<file path="src/hdl/ifrc_pkg.sv">
package ifrc_pkg;

    localparam int CNT_W     = 4;
    localparam int CFG_IDX_W = 1;
    localparam int ADDR_W    = 32;
    localparam int TOTAL_W   = 64;

    typedef logic [1:0] t_cmd_code;
    localparam t_cmd_code CMD_LOAD_LOCAL = 2'd0;
    localparam t_cmd_code CMD_LOAD_OTHER = 2'd1;
    localparam t_cmd_code CMD_RECORD     = 2'd2;

    typedef logic [CFG_IDX_W-1:0] t_cfg_idx;
    localparam t_cfg_idx CFG_LOCAL_COUNT = 1'b0;
    localparam t_cfg_idx CFG_OTHER_COUNT = 1'b1;

    typedef logic [1:0] t_cls;
    localparam t_cls CLS_LOCAL  = 2'd0;
    localparam t_cls CLS_OTHER  = 2'd1;
    localparam t_cls CLS_REMOTE = 2'd2;
    localparam t_cls CLS_NONE   = 2'd3;

    typedef logic [2:0] t_cat;
    localparam t_cat CAT_LOCAL_REMOTE = 3'd0;
    localparam t_cat CAT_REMOTE_LOCAL = 3'd1;
    localparam t_cat CAT_INTERNAL     = 3'd2;
    localparam t_cat CAT_EXTERNAL     = 3'd3;
    localparam t_cat CAT_OTHER        = 3'd4;
    localparam t_cat CAT_NONE         = 3'd5;

    typedef struct packed {
        t_cmd_code           command;
        logic [2:0]          entry_index;
        logic [ADDR_W-1:0]   range_low;
        logic [ADDR_W-1:0]   range_high;
        logic [ADDR_W-1:0]   first_addr;
        logic [ADDR_W-1:0]   second_addr;
        logic [31:0]         in_bytes;
        logic [31:0]         out_bytes;
        logic [31:0]         in_packets;
        logic [31:0]         out_packets;
    } t_ifrc_in;

    typedef struct packed {
        t_cls                first_code;
        t_cls                second_code;
        t_cat                category;
        logic [TOTAL_W-1:0]  connections;
        logic [TOTAL_W-1:0]  packets;
        logic [TOTAL_W-1:0]  bytes;
        logic [TOTAL_W-1:0]  incoming;
        logic [TOTAL_W-1:0]  outgoing;
        logic [TOTAL_W-1:0]  internal;
        logic [TOTAL_W-1:0]  external;
        logic [TOTAL_W-1:0]  other_bytes;
    } t_ifrc_out;

    typedef enum logic [2:0] {
        ST_IDLE,
        ST_DECODE,
        ST_LWALK,
        ST_OWALK,
        ST_FINISH
    } t_ifrc_state;

    typedef struct packed {
        logic             capture;
        logic             write_table;
        logic             clear_hits;
        logic             rd_local;
        logic             rd_other;
        logic [CNT_W-1:0] rd_addr;
        logic             push;
    } t_ifrc_cmd;

    typedef struct packed {
        logic             is_record;
        logic [CNT_W-1:0] local_len;
        logic [CNT_W-1:0] other_len;
        logic             out_free;
    } t_ifrc_stat;

    function automatic logic [TOTAL_W-1:0] sat_add(input logic [TOTAL_W-1:0] a,
                                                    input logic [TOTAL_W-1:0] b);
        logic [TOTAL_W:0] s;
        s = {1'b0, a} + {1'b0, b};
        return s[TOTAL_W] ? {TOTAL_W{1'b1}} : s[TOTAL_W-1:0];
    endfunction

endpackage

</file>
<file path="src/hdl/ipv4_flow_range_classifier_unit.sv">
// A flow record walks Nl local and then No other table entries before its result is given, where
// Nl and No are the local and other range counts clipped to the table depths; the range
// walk reads one table entry per cycle and checks both addresses against it.
// A load or unused command skips the walk and goes straight to its result.
// A new item is taken only after the last result is registered; a stalled result delays the next.
// Reset (synchronous, active low) clears totals, range counts and control; tables stay as is.
module ipv4_flow_range_classifier_unit #(
    parameter int LOCAL_RANGES = 8,
    parameter int OTHER_RANGES = 8
) (
    input  logic                   i_clk,
    input  logic                   i_rst_n,
    input  logic                   i_in_valid,
    output logic                   o_in_ready,
    input  ifrc_pkg::t_ifrc_in     i_in_data,
    output logic                   o_out_valid,
    input  logic                   i_out_ready,
    output ifrc_pkg::t_ifrc_out    o_out_data,
    input  logic                   i_cfg_we,
    input  ifrc_pkg::t_cfg_idx     i_cfg_index,
    input  logic [ifrc_pkg::CNT_W-1:0] i_cfg_data
);
    import ifrc_pkg::*;

    t_ifrc_cmd  cmd;
    t_ifrc_stat stat;

    ifrc_ctl u_ctl (
        .i_clk      (i_clk),
        .i_rst_n    (i_rst_n),
        .i_in_valid (i_in_valid),
        .o_in_ready (o_in_ready),
        .i_stat     (stat),
        .o_cmd      (cmd)
    );

    ifrc_dp #(
        .LOCAL_RANGES (LOCAL_RANGES),
        .OTHER_RANGES (OTHER_RANGES)
    ) u_dp (
        .i_clk       (i_clk),
        .i_rst_n     (i_rst_n),
        .i_in_data   (i_in_data),
        .i_cfg_we    (i_cfg_we),
        .i_cfg_index (i_cfg_index),
        .i_cfg_data  (i_cfg_data),
        .i_out_ready (i_out_ready),
        .i_cmd       (cmd),
        .o_stat      (stat),
        .o_out_valid (o_out_valid),
        .o_out_data  (o_out_data)
    );

endmodule

</file>
<file path="src/hdl/ifrc_ctl.sv">
module ifrc_ctl (
    input  logic                   i_clk,
    input  logic                   i_rst_n,
    input  logic                   i_in_valid,
    output logic                   o_in_ready,
    input  ifrc_pkg::t_ifrc_stat   i_stat,
    output ifrc_pkg::t_ifrc_cmd    o_cmd
);
    import ifrc_pkg::*;

    t_ifrc_state      r_state, n_state;
    logic [CNT_W-1:0] r_cnt, n_cnt;

    always_ff @(posedge i_clk) begin
        if (!i_rst_n) begin
            r_state <= ST_IDLE;
            r_cnt   <= '0;
        end else begin
            r_state <= n_state;
            r_cnt   <= n_cnt;
        end
    end

    // next state and walk counter
    always_comb begin
        n_state = r_state;
        n_cnt   = r_cnt;
        case (r_state)
            ST_IDLE: begin
                if (i_in_valid) n_state = ST_DECODE;
            end
            ST_DECODE: begin
                n_cnt   = '0;
                n_state = i_stat.is_record ? ST_LWALK : ST_FINISH;
            end
            ST_LWALK: begin
                if (r_cnt < i_stat.local_len) begin
                    n_cnt = r_cnt + 1'b1;
                end else begin
                    n_cnt   = '0;
                    n_state = ST_OWALK;
                end
            end
            ST_OWALK: begin
                // the cycle after the last read lets its compare land
                if (r_cnt < i_stat.other_len) n_cnt = r_cnt + 1'b1;
                else n_state = ST_FINISH;
            end
            ST_FINISH: begin
                if (i_stat.out_free) n_state = ST_IDLE;
            end
            default: n_state = ST_IDLE;
        endcase
    end

    // outputs
    always_comb begin
        o_in_ready          = 1'b0;
        o_cmd               = '0;
        o_cmd.rd_addr       = r_cnt;
        case (r_state)
            ST_IDLE: begin
                o_in_ready    = 1'b1;
                o_cmd.capture = i_in_valid;
            end
            ST_DECODE: begin
                o_cmd.write_table = 1'b1;
                o_cmd.clear_hits  = 1'b1;
            end
            ST_LWALK:  o_cmd.rd_local = (r_cnt < i_stat.local_len);
            ST_OWALK:  o_cmd.rd_other = (r_cnt < i_stat.other_len);
            ST_FINISH: o_cmd.push     = i_stat.out_free;
            default:   o_cmd          = '0;
        endcase
    end

endmodule

</file>
<file path="src/hdl/ifrc_dp.sv">
module ifrc_dp #(
    parameter int LOCAL_RANGES = 8,
    parameter int OTHER_RANGES = 8
) (
    input  logic                   i_clk,
    input  logic                   i_rst_n,
    input  ifrc_pkg::t_ifrc_in     i_in_data,
    input  logic                   i_cfg_we,
    input  ifrc_pkg::t_cfg_idx     i_cfg_index,
    input  logic [ifrc_pkg::CNT_W-1:0] i_cfg_data,
    input  logic                   i_out_ready,
    input  ifrc_pkg::t_ifrc_cmd    i_cmd,
    output ifrc_pkg::t_ifrc_stat   o_stat,
    output logic                   o_out_valid,
    output ifrc_pkg::t_ifrc_out    o_out_data
);
    import ifrc_pkg::*;

    localparam int LAW = (LOCAL_RANGES > 1) ? $clog2(LOCAL_RANGES) : 1;
    localparam int OAW = (OTHER_RANGES > 1) ? $clog2(OTHER_RANGES) : 1;

    // {high, low} per entry
    logic [2*ADDR_W-1:0] r_local_mem [LOCAL_RANGES];
    logic [2*ADDR_W-1:0] r_other_mem [OTHER_RANGES];
    logic [2*ADDR_W-1:0] r_local_word, r_other_word;
    logic                r_local_cmp, r_other_cmp;

    t_ifrc_in            r_item;
    logic [CNT_W-1:0]    r_local_count, r_other_count;
    logic                r_hit_l0, r_hit_l1, r_hit_o0, r_hit_o1;

    logic [TOTAL_W-1:0]  r_conn, r_pkts, r_bytes, r_incoming, r_outgoing;
    logic [TOTAL_W-1:0]  r_internal, r_external, r_other;
    logic [TOTAL_W-1:0]  n_conn, n_pkts, n_bytes, n_incoming, n_outgoing;
    logic [TOTAL_W-1:0]  n_internal, n_external, n_other;

    logic                r_out_valid;
    t_ifrc_out           r_out;

    logic                is_record;
    logic [ADDR_W-1:0]   lo_l, hi_l, lo_o, hi_o;
    t_cls                c0, c1;
    t_cat                cat;
    logic [TOTAL_W-1:0]  both_bytes, both_pkts;

    assign is_record = (r_item.command == CMD_RECORD);

    assign o_stat.is_record = is_record;
    assign o_stat.local_len = (32'(r_local_count) > 32'(LOCAL_RANGES)) ?
                              CNT_W'(LOCAL_RANGES) : r_local_count;
    assign o_stat.other_len = (32'(r_other_count) > 32'(OTHER_RANGES)) ?
                              CNT_W'(OTHER_RANGES) : r_other_count;
    assign o_stat.out_free  = !r_out_valid || i_out_ready;

    // configuration
    always_ff @(posedge i_clk) begin
        if (!i_rst_n) begin
            r_local_count <= '0;
            r_other_count <= '0;
        end else if (i_cfg_we) begin
            case (i_cfg_index)
                CFG_LOCAL_COUNT: r_local_count <= i_cfg_data;
                CFG_OTHER_COUNT: r_other_count <= i_cfg_data;
                default: ;
            endcase
        end
    end

    always_ff @(posedge i_clk) begin
        if (i_cmd.capture) r_item <= i_in_data;
    end

    // range tables, one read per cycle, registered
    always_ff @(posedge i_clk) begin
        if (i_cmd.write_table && r_item.command == CMD_LOAD_LOCAL &&
            32'(r_item.entry_index) < 32'(LOCAL_RANGES)) begin
            r_local_mem[LAW'(r_item.entry_index)] <= {r_item.range_high, r_item.range_low};
        end
        if (i_cmd.rd_local) r_local_word <= r_local_mem[LAW'(i_cmd.rd_addr)];
    end

    always_ff @(posedge i_clk) begin
        if (i_cmd.write_table && r_item.command == CMD_LOAD_OTHER &&
            32'(r_item.entry_index) < 32'(OTHER_RANGES)) begin
            r_other_mem[OAW'(r_item.entry_index)] <= {r_item.range_high, r_item.range_low};
        end
        if (i_cmd.rd_other) r_other_word <= r_other_mem[OAW'(i_cmd.rd_addr)];
    end

    assign lo_l = r_local_word[ADDR_W-1:0];
    assign hi_l = r_local_word[2*ADDR_W-1:ADDR_W];
    assign lo_o = r_other_word[ADDR_W-1:0];
    assign hi_o = r_other_word[2*ADDR_W-1:ADDR_W];

    // compare stage: both addresses against the entry read last cycle
    always_ff @(posedge i_clk) begin
        if (!i_rst_n) begin
            r_local_cmp <= 1'b0;
            r_other_cmp <= 1'b0;
        end else begin
            r_local_cmp <= i_cmd.rd_local;
            r_other_cmp <= i_cmd.rd_other;
        end
    end

    always_ff @(posedge i_clk) begin
        if (i_cmd.clear_hits) begin
            r_hit_l0 <= 1'b0;
            r_hit_l1 <= 1'b0;
            r_hit_o0 <= 1'b0;
            r_hit_o1 <= 1'b0;
        end else begin
            if (r_local_cmp) begin
                if (r_item.first_addr >= lo_l && r_item.first_addr <= hi_l)
                    r_hit_l0 <= 1'b1;
                if (r_item.second_addr >= lo_l && r_item.second_addr <= hi_l)
                    r_hit_l1 <= 1'b1;
            end
            if (r_other_cmp) begin
                if (r_item.first_addr >= lo_o && r_item.first_addr <= hi_o)
                    r_hit_o0 <= 1'b1;
                if (r_item.second_addr >= lo_o && r_item.second_addr <= hi_o)
                    r_hit_o1 <= 1'b1;
            end
        end
    end

    // classification and accounting
    always_comb begin
        c0 = CLS_NONE;
        c1 = CLS_NONE;
        cat = CAT_NONE;
        both_bytes = TOTAL_W'({1'b0, r_item.in_bytes} + {1'b0, r_item.out_bytes});
        both_pkts  = TOTAL_W'({1'b0, r_item.in_packets} + {1'b0, r_item.out_packets});
        n_conn     = r_conn;
        n_pkts     = r_pkts;
        n_bytes    = r_bytes;
        n_incoming = r_incoming;
        n_outgoing = r_outgoing;
        n_internal = r_internal;
        n_external = r_external;
        n_other    = r_other;
        if (is_record) begin
            if (r_local_count == '0 || r_hit_l0)      c0 = CLS_LOCAL;
            else if (r_other_count != '0 && r_hit_o0) c0 = CLS_OTHER;
            else                                      c0 = CLS_REMOTE;
            if (r_local_count == '0 || r_hit_l1)      c1 = CLS_LOCAL;
            else if (r_other_count != '0 && r_hit_o1) c1 = CLS_OTHER;
            else                                      c1 = CLS_REMOTE;

            n_conn  = sat_add(r_conn, TOTAL_W'(1));
            n_pkts  = sat_add(r_pkts, both_pkts);
            n_bytes = sat_add(r_bytes, both_bytes);
            if (c0 == CLS_LOCAL && c1 == CLS_REMOTE) begin
                cat        = CAT_LOCAL_REMOTE;
                n_incoming = sat_add(r_incoming, TOTAL_W'(r_item.in_bytes));
                n_outgoing = sat_add(r_outgoing, TOTAL_W'(r_item.out_bytes));
            end else if (c0 == CLS_REMOTE && c1 == CLS_LOCAL) begin
                cat        = CAT_REMOTE_LOCAL;
                n_incoming = sat_add(r_incoming, TOTAL_W'(r_item.out_bytes));
                n_outgoing = sat_add(r_outgoing, TOTAL_W'(r_item.in_bytes));
            end else if (c0 == CLS_LOCAL && c1 == CLS_LOCAL) begin
                cat        = CAT_INTERNAL;
                n_internal = sat_add(r_internal, both_bytes);
            end else if (c0 == CLS_REMOTE && c1 == CLS_REMOTE) begin
                cat        = CAT_EXTERNAL;
                n_external = sat_add(r_external, both_bytes);
            end else begin
                cat     = CAT_OTHER;
                n_other = sat_add(r_other, both_bytes);
            end
        end
    end

    always_ff @(posedge i_clk) begin
        if (!i_rst_n) begin
            r_conn     <= '0;
            r_pkts     <= '0;
            r_bytes    <= '0;
            r_incoming <= '0;
            r_outgoing <= '0;
            r_internal <= '0;
            r_external <= '0;
            r_other    <= '0;
        end else if (i_cmd.push) begin
            r_conn     <= n_conn;
            r_pkts     <= n_pkts;
            r_bytes    <= n_bytes;
            r_incoming <= n_incoming;
            r_outgoing <= n_outgoing;
            r_internal <= n_internal;
            r_external <= n_external;
            r_other    <= n_other;
        end
    end

    // output register
    always_ff @(posedge i_clk) begin
        if (!i_rst_n) begin
            r_out_valid <= 1'b0;
        end else if (i_cmd.push) begin
            r_out_valid <= 1'b1;
        end else if (i_out_ready) begin
            r_out_valid <= 1'b0;
        end
    end

    always_ff @(posedge i_clk) begin
        if (i_cmd.push) begin
            r_out.first_code  <= c0;
            r_out.second_code <= c1;
            r_out.category    <= cat;
            r_out.connections <= n_conn;
            r_out.packets     <= n_pkts;
            r_out.bytes       <= n_bytes;
            r_out.incoming    <= n_incoming;
            r_out.outgoing    <= n_outgoing;
            r_out.internal    <= n_internal;
            r_out.external    <= n_external;
            r_out.other_bytes <= n_other;
        end
    end

    assign o_out_valid = r_out_valid;
    assign o_out_data  = r_out;

endmodule

</file>
<file path="config.mk">
export PLATFORM = sky130hd
export DESIGN_NAME = ipv4_flow_range_classifier_unit
export DESIGN_NICKNAME = d
export VERILOG_FILES = /design/src/hdl/ifrc_pkg.sv /design/src/hdl/ipv4_flow_range_classifier_unit.sv /design/src/hdl/ifrc_ctl.sv /design/src/hdl/ifrc_dp.sv
export SDC_FILE = /design/constraint.sdc
export NUM_CORES = 2
export LEC_CHECK = 0
export BUFFER_PORTS_ARGS = -buffer_cell sky130_fd_sc_hd__buf_2
export CORE_MARGIN = 4
export CORE_UTILIZATION = 30
export DETAILED_ROUTE_END_ITERATION = 6
export PLACE_DENSITY = 0.47
export SKIP_LAST_GASP = 1
export SYNTH_ARGS = -nofsm -noshare
export SYNTH_HDL_FRONTEND = slang
export SYNTH_SLANG_ARGS = --single-unit
</file>
<file path="constraint.sdc">
create_clock -name i_clk -period 37.6 [get_ports i_clk]
set_input_delay 1.88 -clock i_clk [delete_from_list [all_inputs] [get_ports i_clk]]
set_output_delay 1.88 -clock i_clk [all_outputs]
set_load 0.05 [all_outputs]
</file>
==> results by group <==
Synthesis
  • Synth area leader: edfxtp_1
  • Synth warn: 0
  • Mapped Area: between 0.1 and 0.15 mm^2
  • Number of flops mapped to enable cells by yosys: a little under 2000
  • Synth Net Count: roughly 12000
  • Ys async rst share: 0%
  • Synthesized area per cell: 11.44 um^2
  • Synth Instances: about 11000
  • Main synth FF type: edfxtp_1
  • Top cells by area, synth: edfxtp_1, dfxtp_1, ha_1
  • #FFs+latches synth: approximately 2500
  • Synth top area share: 47.32%
  • Sequential-to-total area share from yosys stat: ~56%
  • Unique masters post-synth: ~110

Critical path
  • Max incr delay on CP: between 0.8 and 0.9 ns
  • Kind of critical path: reg -> reg
  • Crit path launch: u_dp.r_item[70]
  • RR Startpoint: u_dp.r_item[70]
  • CP Max Fanout: 9
  • CP Launch Type: register
  • CP Data Arrival Time: between 8 and 9 ns
  • R2r setup slk: roughly 30 ns
  • Slowest-stage cell, CP: xor2_1
  • Critical R2R Capture: u_dp.r_other[43]
  • R2r worst-path depth: 21
  • Critical path cell sequence: ha_1 -> nand4_1 -> nor4_1 -> nor3_1 -> o21ai_0 -> a21boi_0 -> o21ai_0 -> xor2_1 -> ha_1 -> nand2_1 -> nor4_2 -> and4_1 -> o211ai_1 -> and3b_1 -> o311ai_2 -> nand3_1 -> nor3_2 -> nor2_1 -> buf_4 -> a31oi_1 -> o21a_1
  • CP endpoint kind: register
  • Crit path required time: 38.42 ns
  • Critical path endpoint: u_dp.r_other[43]

Clock network
  • Setup bufs post-CTS: 0
  • Clock root buffer: clkbuf_16
  • H-tree Lvls: 5
  • TritonCTS clock tree: done
  • Reg clk slew, reported paths: 0.06 ns
  • Cts hold-fix bufs: 0
  • Resized cells post-CTS: 0
  • CTS Buffer Depth: 4
  • CTS buffer count: just under 300
  • Clk Latency, worst-skew pair: around 0.93 ns
  • Clock sinks: approximately 2500

Floorplan
  • # IOs: a little under 800
  • Die Wd: approximately 650 um
  • Core region area: roughly 0.41 mm^2
  • Overall die height: ~650 um
  • Starting Density: between 30 and 40%
  • Num rows: approximately 230
  • DIE AREA: roughly 0.42 mm^2

Placement
  • Post-DP HPWL: 324.3 mm
  • Placed Area: between 0.1 and 0.15 mm^2
  • Placer Congestion: roughly 0.95
  • Port bufs: between 700 and 800
  • Placed instance count: around 17000

Final layout
  • Non-Filler Instances: between 15000 and 20000
  • Most frequent cells in the layout: edfxtp_1, nand2_1, nor2_1
  • Layout cell share with drive strength beyond 1: about 17%
  • Final #Nets: 12364
  • Final non-filler cell area: around 0.14 mm^2
  • Commonest non-fill, non-tap cell in the layout: edfxtp_1
  • Fill cell count: about 40000
  • Growth of design area from synthesis to finish: 16.24%

Detailed routing
  • Post-DR wirelength/cell: about 27 um
  • Routed WL: 460.0 mm
  • DRT Pass-1 Iters: 6
  • Drt via density: approximately 5.3
  • Routed vias: 91308
  • DRC violations left: 0
  • ANT nets after route: 0
  • First-iteration detailed-routing DRC count: 7605

Status
  • Status: finished clean

STA
  • Worst slew pin tran: 1.336 ns
  • Min Hold Slack: a little under 0.5 ns
  • Fin crit share: between 20% and 30%
  • Achievable frequency: roughly 120 MHz
  • Max_slew headroom: approximately 11%
  • Layout Skew: between 0.06 and 0.07 ns
  • Tmin final: a little over 8 ns
  • Final Hold Viols: 0
  • Fin. max-slew vios: 0
  • RSZ-0062 raised after global routing: no
  • Final setup fails: 0
  • Setup tns final: 0 ns

Global routing
  • First-pass GRT wire length: around 650 mm
  • Initial antenna violation count: 33
  • Total grt overflow: 0
  • Gr usage total: a little over a fifth
  • Vias in the first global route: 89705
  • Largest net degree at the start of global routing: 150

Pwr
  • Pwr Total: between 7 and 8 mW
  • Leak Pwr: between 50 and 60 nW
  • Pwr/cell area: a little under 50 mW/mm^2
  • Peak VDD IR: 0.00004403 V

Worst hold path
  • Hold WC Path Type: reg -> reg

Run
  • Max cap viols: 0
[cells in the mapped netlist (97+ instances only)]
cell type	count
edfxtp_1	1932
mux2_2	271
ha_1	621
clkbuf_1	465
a311oi_1	110
mux4_2	128
o22ai_1	181
a21oi_1	813
nand4_1	157
xnor2_1	328
a21o_1	258
nand3_1	237
inv_1	267
and3_1	174
dfxtp_1	534
xor2_1	164
nor2_1	885
a211oi_1	133
o21a_1	97
a31oi_1	116
nand2_1	940
o21ai_0	720
nor3_1	181
[cell type report]
class	count	area (um^2)	share of cell area [%]
Clock inverter	146	1425	1.000
Tap cell	5428	6792	4.766
Clock buffer	391	7958	5.584
Inverter	267	1017	0.7138
Multi-Input combinational cell	7465	51200	35.93
Sequential cell	2466	68710	48.22
Antenna cell	6	15.01	0.01054
Timing Repair Buffer	967	5390	3.782
[power breakdown]
part / internal, mW / total (mW) / switching [mW]
logic: 0.336 / 1.06 / 0.722
clock network: 1.63 / 2.82 / 1.19
registers: 3.04 / 3.14 / 0.0955
total: 5.01 / 7.02 / 2.01
[flip-flops by register name, indices dropped and copies added (netlist names), 261 cells and up]
| name | flops |
|---|---|
| u_dp.o_out_data | 519 |
| u_dp.r_item | 261 |
| u_dp.r_local_mem | 512 |
| u_dp.r_other_mem | 512 |
[worst min path at each step]
stage,start,to,slack (ns),cells after the start
finish,u_dp.r_local_cmp,u_dp.r_hit_l0,0.48,2
global route,u_dp.r_conn[18],u_dp.r_conn[18],0.51,2
CTS,u_dp.r_local_cmp,u_dp.r_hit_l0,0.48,2
detailed placement,u_dp.r_local_cmp,u_dp.r_hit_l0,0.46,2
global placement,u_dp.r_other_cmp,u_dp.r_hit_o0,0.46,2
floorplan,u_dp.r_hit_o0,u_dp.r_hit_o0,0.42,2
[critical path: cells and delay by family (launching register included)]
family / cells / cell delay, ns
and+or+nand+nor: 10 / 3.01
AOI/OAI and AO/OA: 7 / 2.66
xor gates and xnor gates: 1 / 0.83
adders and majority gates: 2 / 0.79
DFF: 1 / 0.44
buffers and inverters: 1 / 0.28
[through the flow]
| stage | utilization [%] | setup WS (ns) |
|---|---|---|
| after global routing | 35.04 | 28.92 |
| after CTS | 35.04 | 29.41 |
| final | 35.04 | 29.49 |
| after global placement | 32.73 | 29.61 |
| after detailed placement | 32.73 | 29.49 |
| after floorplan | - | 19.21 |
[per-layer routing]
metal | vias to the layer above | global-route usage, % | part of all wire (%)
met3 | 714 | 2.698 | 5.1
met5 | - | 0 | 0.0028
met4 | 2 | 8.772 | 4.8
met2 | 2846 | 36.26 | 49
li1 | 42139 | - | -
met1 | 45607 | 26.48 | 41
[cell families after synthesis]
logic type / Yosys count / share of synthesized area [%]
buffers and inverters: 789 / 2.446
XOR/XNOR: 492 / 3.515
multiplexers: 417 / 4.988
AO/OA/AOI/OAI: 2934 / 15.18
AND/OR/NAND/NOR: 2990 / 11.31
flip-flops: 2466 / 56.04
adder cells (fa/ha/maj): 632 / 6.517
Note: power is estimated with default switching activity, not from simulation.
